`src/hw/rtl/olr_pkg.sv`:
```
// Shared types, sizes and the tanh table of the overdub loop recorder.
package olr_pkg;

    localparam int ADDR_W    = 16;
    localparam int SAMPLE_W  = 16;
    localparam int FRAC_W    = 8;
    localparam int PH_W      = ADDR_W + FRAC_W;
    localparam int SPEED_W   = 12;
    localparam int POS_W     = 17;
    localparam int TDATA_W   = 64;
    localparam int TUSER_W   = 2;
    localparam int OUT_W     = 16;

    // Bit positions of the flags in the input tuser.
    localparam int TUSER_REC = 0;
    localparam int TUSER_CLR = 1;

    // Commands from the controller to the datapath.
    typedef struct packed {
        logic load;
        logic prep;
        logic rd_b;
        logic calc;
        logic clr_wr;
        logic out_load;
    } olr_cmd_t;

    // Status from the datapath to the controller.
    typedef struct packed {
        logic silent;
        logic clr_edge;
        logic clr_last;
        logic out_free;
    } olr_stat_t;

    // Q0.15 tanh(k/16) for k = 0..32.
    function automatic logic [14:0] tanh_q15(input logic [5:0] k);
        logic [14:0] y;
        case (k)
            6'd0: y = 15'd0;
            6'd1: y = 15'd2045;
            6'd2: y = 15'd4075;
            6'd3: y = 15'd6073;
            6'd4: y = 15'd8025;
            6'd5: y = 15'd9919;
            6'd6: y = 15'd11743;
            6'd7: y = 15'd13486;
            6'd8: y = 15'd15143;
            6'd9: y = 15'd16706;
            6'd10: y = 15'd18173;
            6'd11: y = 15'd19542;
            6'd12: y = 15'd20813;
            6'd13: y = 15'd21986;
            6'd14: y = 15'd23066;
            6'd15: y = 15'd24054;
            6'd16: y = 15'd24956;
            6'd17: y = 15'd25776;
            6'd18: y = 15'd26519;
            6'd19: y = 15'd27191;
            6'd20: y = 15'd27797;
            6'd21: y = 15'd28341;
            6'd22: y = 15'd28830;
            6'd23: y = 15'd29268;
            6'd24: y = 15'd29660;
            6'd25: y = 15'd30010;
            6'd26: y = 15'd30322;
            6'd27: y = 15'd30600;
            6'd28: y = 15'd30847;
            6'd29: y = 15'd31067;
            6'd30: y = 15'd31262;
            6'd31: y = 15'd31435;
            6'd32: y = 15'd31589;
            default: y = 15'd31589;
        endcase
        return y;
    endfunction

endpackage

```
`src/hw/rtl/olr_ctrl.sv`:
```
// Controller state machine of the overdub loop recorder.
module olr_ctrl
(
    input  logic               clk,
    input  logic               rst_n,
    input  logic               s_tvalid,
    output logic               s_tready,
    input  olr_pkg::olr_stat_t stat,
    output olr_pkg::olr_cmd_t  cmd
);

    typedef enum logic [2:0] {
        ST_INIT,
        ST_IDLE,
        ST_PREP,
        ST_RDA,
        ST_RDB,
        ST_CLR,
        ST_CALC,
        ST_OUT
    } state_t;

    state_t state_reg;
    state_t state_next;

    // Next state and commands.
    always_comb
    begin
        state_next   = state_reg;
        cmd          = '0;
        s_tready     = 1'b0;
        case (state_reg)
            ST_INIT:
            begin
                cmd.clr_wr = 1'b1;
                if (stat.clr_last)
                begin
                    state_next = ST_IDLE;
                end
            end
            ST_IDLE:
            begin
                s_tready = 1'b1;
                if (s_tvalid)
                begin
                    cmd.load   = 1'b1;
                    state_next = ST_PREP;
                end
            end
            ST_PREP:
            begin
                cmd.prep   = 1'b1;
                state_next = ST_RDA;
            end
            ST_RDA:
            begin
                if (stat.silent)
                begin
                    state_next = ST_CALC;
                end
                else if (stat.clr_edge)
                begin
                    state_next = ST_CLR;
                end
                else
                begin
                    state_next = ST_RDB;
                end
            end
            ST_RDB:
            begin
                cmd.rd_b   = 1'b1;
                state_next = ST_CALC;
            end
            ST_CLR:
            begin
                cmd.clr_wr = 1'b1;
                if (stat.clr_last)
                begin
                    state_next = ST_CALC;
                end
            end
            ST_CALC:
            begin
                cmd.calc   = 1'b1;
                state_next = ST_OUT;
            end
            ST_OUT:
            begin
                if (stat.out_free)
                begin
                    cmd.out_load = 1'b1;
                    state_next   = ST_IDLE;
                end
            end
            default:
            begin
                state_next = ST_INIT;
            end
        endcase
    end

    // State register.
    always_ff @(posedge clk or negedge rst_n)
    begin
        if (!rst_n)
        begin
            state_reg <= ST_INIT;
        end
        else
        begin
            state_reg <= state_next;
        end
    end

    // The result register is loaded only when its slot is free.
    a_load_free: assert property (@(posedge clk) disable iff (!rst_n)
        cmd.out_load |-> stat.out_free)
        else $error("result loaded over a pending transaction");

    // The memory sweep never coincides with accepting a transaction.
    a_no_accept_in_clear: assert property (@(posedge clk) disable iff (!rst_n)
        cmd.clr_wr |-> !s_tready)
        else $error("input accepted during memory clear");

endmodule

```
`config.mk`:
```
export PLATFORM = sky130hd
export DESIGN_NAME = olr_ctrl
export DESIGN_NICKNAME = d
export VERILOG_FILES = /design/src/hw/rtl/olr_pkg.sv /design/src/hw/rtl/olr_ctrl.sv
export SDC_FILE = /design/constraint.sdc
export NUM_CORES = 1
export LEC_CHECK = 0
export ABC_AREA = 1
export BUFFER_PORTS_ARGS = -buffer_cell sky130_fd_sc_hd__buf_2
export CAP_MARGIN = 20
export CORE_AREA = 2 2 39 41
export DETAILED_ROUTE_END_ITERATION = 10
export DIE_AREA = 0 0 41 43
export SYNTH_ARGS = -nofsm -noshare
export SYNTH_HDL_FRONTEND = slang
export SYNTH_SLANG_ARGS = --single-unit
```
`constraint.sdc`:
```
create_clock -name clk -period 1 [get_ports clk]
set_input_delay 0.1 -clock clk [delete_from_list [all_inputs] [get_ports clk]]
set_output_delay 0.1 -clock clk [all_outputs]
set_load 0.01 [all_outputs]
```
==> impl_metrics.tcl, run 1 <==
set metrics [dict create \
    cts_made_buffers 3 \
    drc 0 \
    fin_crit_ns 1.24 \
    path_class "register to output pin" \
    cts.path.max_buffers 2 \
    syn2layout_area_growth_pct 94.9 \
    vias_per_cell 4.29 \
    root_buffer "clkbuf_4" \
    synth_most_common_cell "nand2_1" \
    largest_reg_flops 3 \
    vias 399 \
    ys_ff_latch 3 \
    post-place-cells 81 \
    postSynthCellCount 50 \
    start_kind "register" \
    io_buffer_count 13 \
    antenna_found_initial 0 \
    wl_per_cell_um 9.92 \
    ant_nets 0 \
    instances_no_fill 93 \
    nets 85 \
    seqPwrFrac_pct 18.7 \
    clkPwrFrac_pct 11.2 \
    clock_latency_ns 0.24 \
    synthArstFlopShare_pct 100 \
    ir_worst_vdd_uv 1070 \
    clk_pin_slew_ns 0.04 \
    fin_util_pct 41.6 \
    syn-num-nets 57 \
    finalHoldViolCount 0 \
    grt_max_degree 8 \
    grt_pass1_vias 364 \
    die_h_um 43 \
    grtUsageMet2_pct 18.4 \
    required_ns 0.90 \
    dpl_worst_slack_ns -0.184 \
    cp-end-kind "output pin" \
    tightest_slew_ns 0.219 \
    power.density_mw_per_mm2 3380 \
    synthFlopType "dfrtp_1" \
    synth_edf_count 0 \
    netlist.area_leader.share_pct 25.4 \
    p_sw_w 0.000922 \
    antenna_cells 0 \
    use_met3_pct 3.14 \
    cts_tree "built" \
    p_sw_share_pct 47.4 \
    fin_skew_ns 0.00583 \
    power.internal_w 0.00102 \
    synth.area.top_cells "dfrtp_1 25%, nand2_1 14%, nor2_1 10%, nand2_2 8.5%, nand3_1 8.5%" \
    start_util_pct 21.3 \
    synth_cell_types 14 \
    hold_path.class "primary input to asynchronous set/reset pin" \
    rsz0062_at_grt "true" \
    fp-row-count 14 \
    setup_slack_ns -0.241 \
    place.gp.congestion 0.748 \
    h-tree-depth 1 \
    netlist_area_sq_um 295 \
    grt_pass1_wl_um 1510 \
    cap_viol_max_count 0 \
    combPwrFrac_pct 70.1 \
    drt_iter0_drc 2 \
    slew_violations 0 \
    grt_overflow 0 \
    syn_area_per_cell_sq_um 5.91 \
    p_leak_nw 0.307 \
    synth_common_cells "11 x nand2_1, 8 x nor2_1, 6 x inv_1, 5 x nand3_1, 4 x nand2_2" \
    clock-sinks 3 \
    fmax_mhz 806 \
    chipWidth_um 41 \
    synth_top_area_cell "dfrtp_1" \
    wl_um 923 \
    period_share_pct 124 \
    arrival_ns 1.14 \
    status "complete, but fails checks" \
    seq_area_frac_synth_pct 25.4 \
    boundaryPins 14 \
    top_usage_layer "met2" \
    setup_viol 10 \
    layout-drive-gt1-share_pct 63.6 \
    dr.pass1.iters 3 \
    core_area_sq_mm 0.00138 \
    die_area_sq_mm 0.00176 \
    hpwlAfterDp_um 637 \
    ys_warn_count 0 \
    slew-limit-headroom_pct 85.4 \
    critPathMaxFanout 7 \
    use_met1_pct 16.2 \
    violations "setup timing" \
    grt_use_total_pct 13.1 \
]
cell usage in the layout, fill, tap and decap left out, types with 2 or more instances in the layout:
| master | instances |
|---|---|
| nor2_2 | 6 |
| clkbuf_4 | 3 |
| nand4_1 | 2 |
| dfrtp_2 | 3 |
| inv_1 | 5 |
| buf_6 | 6 |
| nor2_1 | 4 |
| buf_4 | 6 |
| nand2_2 | 5 |
| nand3_4 | 2 |
| inv_4 | 2 |
| buf_2 | 11 |
| nand3_1 | 2 |
| nand3_2 | 2 |
| o21ai_1 | 2 |
| nand2_1 | 9 |
cell type report:
cell class              instances  area [sq um]
fillers                       147           808
multi-input cells              38           238
repair buffers                 24           178
flip-flops and latches          3          78.8
inverters                       8          35.0
clock buffers                   4          26.3
well taps                      16          20.0
kinds of logic after synthesis:
group	count (synthesis)	share of synthesized area (%)
buf+inv	9	12.7
simple gates	35	56.8
compound gates	3	5.08
flops	3	25.4
per-stage QoR:
| stage | instance area [sq um] | hold slack [ns] | setup TNS (ns) | total power (W) |
|---|---|---|---|---|
| 3_5_place_dp | 415 | -0.0953 | -0.729 | 0.00120 |
| 3_3_place_gp | 415 | -0.102 | -0.615 | 0.00120 |
| 4_1_cts | 528 | 0.184 | -1.76 | 0.00176 |
| 5_1_grt | 576 | 0.206 | -2.57 | 0.00213 |
| 2_1_floorplan | 319 | -0.196 | -0.0334 | 0.000960 |
| 6_report | 576 | 0.186 | -1.88 | 0.00195 |
worst paths after layout:
check / startpoint / end / slack, ns / depth (start not counted)
setup reg to reg: state_reg[1] / state_reg[2] / -0.17 / 7
max in group asynchronous: rst_n / state_reg[1] / 0.68 / 2
min in group clk: stat[2] / state_reg[0] / 0.22 / 5
hold / removal: rst_n / state_reg[2] / 0.19 / 2
hold reg to reg: state_reg[2] / state_reg[2] / 0.71 / 3
setup / recovery: state_reg[1] / cmd[5] / -0.24 / 4
power by group through the flow:
| stage | clock (W) | sequential (W) | combinational [W] |
|---|---|---|---|
| floorplan | 0 | 0.000289 | 0.000671 |
| global placement | 0 | 0.000365 | 0.000831 |
| detailed placement | 0 | 0.000363 | 0.000838 |
| CTS | 0.000226 | 0.000339 | 0.00119 |
| global route | 0.000237 | 0.000383 | 0.00151 |
| finish | 0.000218 | 0.000364 | 0.00136 |
routing by layer:
| metal | part of all wire, % | routed length [um] |
|---|---|---|
| met1 | 42 | 384 |
| met2 | 50 | 461 |
| met3 | 5.7 | 53 |
| met4 | 2.5 | 23 |
| met5 | 0 | 0 |
repair_timing:
item,4_1_cts,5_1_grt
gates resized for setup,13,10
buffers inserted,6,1
hold endpoints to repair,3,0
endpoints found under the setup margin,10,10
gates cloned,0,0
pin swaps,1,7
hold buffers,1,0
worst max-delay path, stage by stage (launching register included):
cell and delay [ns]:
dfrtp_2 0.48, inv_4 0.11, nand3_4 0.08, nor2_1 0.10, buf_2 0.13
No activity file was read; power rests on OpenSTA's default activity.
==> run 2: changes to the inputs <==
CELL_PAD_IN_SITES_DETAIL_PLACEMENT = 1   (was not set)
CELL_PAD_IN_SITES_GLOBAL_PLACEMENT = 1   (was not set)
PLACE_DENSITY_LB_ADDON = 0.1   (was not set)
==> run 2 against run 1 <==
  * Critical path type unchanged
  * Combinational power is 12% lower
  * Non-clock buffer count is 2 lower
  * Highest routed layer is now met3
  * Register-to-register slack hardly changed
  * Final cell count is 2.2% lower
  * Total power is 11% lower
  * Via count is 0.25% higher
  * Critical path depth is 1 higher
  * The flow still finishes with violations (setup timing)
==> impl_metrics.tcl, run 2 (same netlist as run 1, synthesis figures left out) <==
set metrics [dict create \
    critPathMaxFanout 5 \
    status "complete, but fails checks" \
    boundaryPins 14 \
    grt_pass1_wl_um 1560 \
    clock_latency_ns 0.23 \
    combPwrFrac_pct 69.2 \
    hold_path.class "primary input to asynchronous set/reset pin" \
    drc 0 \
    grt_use_total_pct 13.3 \
    fmax_mhz 825 \
    setup_slack_ns -0.213 \
    drt_iter0_drc 0 \
    period_share_pct 121 \
    clock-sinks 3 \
    cpPeakStageDelay_ns 0.39 \
    wl_per_cell_um 10.5 \
    antenna_cells 0 \
    clkPwrFrac_pct 12.3 \
    violations "setup timing" \
    fin_util_pct 37.9 \
    vias 400 \
    path_class "register to output pin" \
    slew_violations 0 \
    grt_overflow 0 \
    setup_viol 10 \
    die_area_sq_mm 0.00176 \
    regArea_sq_um 77.6 \
    tightest_slew_ns 0.205 \
    cts_made_buffers 3 \
    finalHoldViolCount 0 \
    ant_nets 0 \
    layout_commonest_cell "buf_2" \
    cap_viol_max_count 0 \
    p_sw_share_pct 48.1 \
    power.density_mw_per_mm2 3300 \
    grt_pass1_vias 391 \
    power.internal_w 0.000898 \
    seqPwrFrac_pct 18.5 \
    required_ns 0.90 \
    chipWidth_um 41 \
    final_cell_mix "12 x buf_2, 11 x nand2_1, 7 x nor2_1, 6 x inv_1, 5 x buf_4" \
    instances_no_fill 91 \
    p_sw_w 0.000831 \
    vias_per_cell 4.40 \
    dr.pass1.iters 1 \
    root_buffer "clkbuf_4" \
    ir_worst_vdd_uv 1380 \
    fill_cells 187 \
    start_util_pct 21.3 \
    cp_slowest_cell "dfrtp_1" \
    layout-drive-gt1-share_pct 52.0 \
    multi_input_area_sq_um 213 \
    clk_pin_slew_ns 0.04 \
    hpwlAfterDp_um 748 \
    rsz0062_at_grt "true" \
    crit_chain "buf_6 -> nor2_4 -> nand2_2 -> nand2_2 -> buf_6" \
    h-tree-depth 1 \
    wl_um 957 \
    die_h_um 43 \
    arrival_ns 1.11 \
    start_kind "register" \
    r2r_cells 8 \
    fin_skew_ns 0.00407 \
    cts_tree "built" \
    cp-end-kind "output pin" \
    antenna_found_initial 0 \
    post-place-cells 83 \
    io_buffer_count 13 \
    core_area_sq_mm 0.00138 \
    syn2layout_area_growth_pct 77.5 \
    fin_crit_ns 1.21 \
    p_leak_nw 0.291 \
    largest_reg_flops 3 \
    cts.path.max_buffers 2 \
    nets 83 \
    slew-limit-headroom_pct 86.4 \
    grt_max_degree 8 \
    fp-row-count 14 \
    place.gp.congestion 0.688 \
]
[run 2: cell count changes in the layout (fill, tap and decap cells not counted), moves of 2 or more]
cell     before  now
nor2_1        4    7
nor2_2        6    2
nand2_1       9   11
buf_6         6    4
[run 2: cell type report]
type,instances,share of cell area (%)
tap,16,3.82
timing repair buffer,22,29.1
multi-input combinational,38,40.6
sequential,3,14.8
clock buffer,4,5.01
inverter,8,6.68
[run 2: path summary, 6_finish.rpt]
path                       slack, ns         start           end
min                             0.19         rst_n  state_reg[0]
min reg2reg                     0.65  state_reg[0]  state_reg[0]
max reg2reg                    -0.17  state_reg[0]  state_reg[2]
min in group clk                0.23       stat[2]  state_reg[0]
max in group asynchronous       0.69         rst_n  state_reg[2]
max                            -0.21  state_reg[0]        cmd[1]
[run 2: per-layer routing]
metal / GRT usage (%) / part of all wire [%]
met5: 0 / 0
met4: 4.00 / 0
met3: 4.71 / 4.0
met2: 20.6 / 54
met1: 16.6 / 42
[run 2: critical path, delay by kind of cell, from the launching register on]
kind | cells | cell delay (ns)
AND/OR/NAND/NOR | 3 | 0.24
flip-flops | 1 | 0.39
buffers and inverters | 2 | 0.24
[run 2: per-stage QoR]
| step | TNS, ns | worst slack, ns | area, sq um | total power [W] | hold WS [ns] |
|---|---|---|---|---|---|
| 2_1_floorplan | -0.0334 | -0.0137 | 319 | 0.000960 | -0.196 |
| 3_3_place_gp | -0.352 | -0.122 | 430 | 0.00131 | -0.102 |
| 3_5_place_dp | -0.390 | -0.128 | 430 | 0.00130 | -0.101 |
| 4_1_cts | -1.71 | -0.216 | 508 | 0.00167 | 0.185 |
| 5_1_grt | -2.46 | -0.277 | 524 | 0.00191 | 0.195 |
| 6_report | -1.70 | -0.213 | 524 | 0.00173 | 0.186 |
[run 2: timing repair]
item,in CTS,in global routing
endpoints found under the hold margin,3,0
buffers inserted,3,0
setup endpoints to repair,10,10
resized for setup,4,5
pin swaps,1,3
hold buffers,1,0
[run 2: power groups by stage]
stage / clock network, W / registers (W) / logic (W)
final: 0.000212 / 0.000321 / 0.00120
after global routing: 0.000233 / 0.000335 / 0.00134
after CTS: 0.000218 / 0.000303 / 0.00115
after detailed placement: 0 / 0.000320 / 0.000978
after global placement: 0 / 0.000323 / 0.000989
after floorplan: 0 / 0.000289 / 0.000671
==> run 3: changes to the inputs <==
--- a/config.mk
+++ b/config.mk
@@ -9,5 +9,5 @@
 export BUFFER_PORTS_ARGS = -buffer_cell sky130_fd_sc_hd__buf_2
 export CAP_MARGIN = 20
-export CELL_PAD_IN_SITES_DETAIL_PLACEMENT = 1
+export CELL_PAD_IN_SITES_DETAIL_PLACEMENT = 0
 export CELL_PAD_IN_SITES_GLOBAL_PLACEMENT = 1
 export CORE_AREA = 2 2 39 41
==> constraint.sdc (replaced) <==
create_clock -name clk -period 1 [get_ports clk]
set_input_delay 0.15 -clock clk [delete_from_list [all_inputs] [get_ports clk]]
set_output_delay 0.15 -clock clk [all_outputs]
set_load 0.01 [all_outputs]
==> run 3 against run 2 <==
  * The flow still finishes with violations (setup timing)
  * Sequential share of layout area fell by 0.64 points
  * Cell area rose by 4.5%
  * Global-route usage fell by 1.4 points
  * Critical path depth did not move
  * Wire length fell by 9.4%
  * Count of clock-buffer cells in the layout did not move
  * Worst hold slack improved by 0.053 ns
  * Total power rose by 3.5%
  * Core utilization rose by 1.7 points
  * Final cell count rose by 1.1%
  * Critical endpoint unchanged
  * Largest cell class unchanged
==> impl_metrics.tcl, run 3 (same netlist as run 1, synthesis figures left out) <==
set metrics [dict create \
    boundaryPins 14 \
    multi_input_area_sq_um 221 \
    fin_total_pwr_w 0.00179 \
    die_area_sq_mm 0.00176 \
    setup_slack_ns -0.257 \
    vias 408 \
    tightest_slew_ns 0.279 \
    layout-drive-gt1-share_pct 56.6 \
    cts_tree "built" \
    timing.setup.tns_ns -1.93 \
    cpPeakStageDelay_ns 0.40 \
    period_share_pct 126 \
    cp-end-kind "output pin" \
    rsz0062_at_grt "true" \
    vias_per_cell 4.43 \
    io_buffer_count 13 \
    grt_overflow 0 \
    critPathBufInv 2 \
    fin_skew_ns 0.000654 \
    nets 84 \
    cts.path.max_buffers 2 \
    fp-row-count 14 \
    die_h_um 43 \
    final_cell_mix "12 x buf_2, 11 x nand2_1, 6 x inv_1, 6 x nor2_1, 6 x buf_6" \
    wl_um 867 \
    drc 0 \
    ir_worst_vdd_uv 1410 \
    p_leak_nw 0.302 \
    largest_reg_flops 3 \
    rr_startpoint "state_reg[1]" \
    r2r_slack_ns -0.16 \
    fin_crit_ns 1.26 \
    fill_cells 161 \
    clock-sinks 3 \
    r2r-end "state_reg[0]" \
    start_util_pct 21.3 \
    violations "setup timing" \
    path_class "register to output pin" \
    setup_viol 10 \
    place.gp.congestion 0.688 \
    root_buffer "clkbuf_4" \
    power.density_mw_per_mm2 3260 \
    crit_chain "buf_6 -> nor2_4 -> nand2_2 -> nand2_2 -> buf_6" \
    start_kind "register" \
    h-tree-depth 1 \
    grt_max_degree 8 \
    arrival_ns 1.11 \
    hpwlAfterDp_um 665 \
    cap_viol_max_count 0 \
    regArea_sq_um 77.6 \
    core_area_sq_mm 0.00138 \
    grt_use_total_pct 11.9 \
    r2r_cells 8 \
    antenna_cells 0 \
    grt_pass1_wl_um 1440 \
    wl_per_cell_um 9.42 \
    chipWidth_um 41 \
    clock_latency_ns 0.23 \
    crit_family "flip-flops" \
    slew_violations 0 \
    drt_iter0_drc 7 \
    cp_slowest_cell "dfrtp_1" \
    fmax_mhz 796 \
    ant_nets 0 \
    finalHoldViolCount 0 \
    dr.pass1.iters 5 \
    required_ns 0.85 \
    clk_pin_slew_ns 0.04 \
    antenna_found_initial 0 \
    layout_commonest_cell "buf_2" \
    grt_pass1_vias 374 \
    critPathMaxFanout 5 \
    hold_path.class "primary input to asynchronous set/reset pin" \
    status "complete, but fails checks" \
    syn2layout_area_growth_pct 85.6 \
    slew-limit-headroom_pct 81.2 \
    cts_made_buffers 3 \
]
-- run 3: changes by cell type in the layout (fill, tap and decap cells not counted), sizes merged --
cell | before | now
buf | 21 | 22
-- run 3: worst max-delay path by stage --
| stage | from | end | cells after the start |
|---|---|---|---|
| global route | state_reg[1] | cmd[5] | 4 |
| finish | state_reg[0] | cmd[1] | 5 |
| detailed placement | state_reg[0] | state_reg[1] | 7 |
| global placement | state_reg[1] | state_reg[2] | 5 |
| floorplan | state_reg[0] | state_reg[2] | 7 |
| CTS | state_reg[1] | cmd[5] | 4 |
-- run 3: stage by stage --
stage          instances  worst slack (ns)  cell area (sq um)  hold WS [ns]  util [%]
3_5_place_dp          83            -0.119                430       -0.0507      31.1
3_3_place_gp          83            -0.122                430       -0.0515      31.1
6_report              92            -0.257                548         0.239      39.6
2_1_floorplan         50           -0.0137                319        -0.146         -
5_1_grt               92            -0.307                548         0.250      39.6
4_1_cts               92            -0.274                531         0.226      38.3
-- run 3: power breakdown --
group | switching, W | internal (W) | leakage (nW)
clock | 0.0000614 | 0.000149 | 0.0150
combinational | 0.000652 | 0.000602 | 0.254
sequential | 0.000126 | 0.000198 | 0.0337
-- run 3: final cells by class --
class / instances / share of cell area, %
repair buffers: 23 / 30.6
well taps: 16 / 3.65
multi-input cells: 38 / 40.4
inverters: 8 / 6.39
clock buffers: 4 / 4.79
flip-flops and latches: 3 / 14.2
-- run 3: what timing repair did --
action,4_1_cts,5_1_grt
setup buffers,4,0
resized for setup,8,5
hold buffers,1,0
gates cloned,0,0
pin swaps,4,1
endpoints found under the hold margin,3,0
endpoints found under the setup margin,10,10
-- run 3: routing by layer --
metal / vias to the layer above / GRT usage, % / wire length [um]
met5: - / 0 / 0
met4: 0 / 5.33 / 0
met3: 0 / 3.66 / 37
met2: 10 / 18.4 / 443
met1: 189 / 14.3 / 387
li1: 209 / - / -
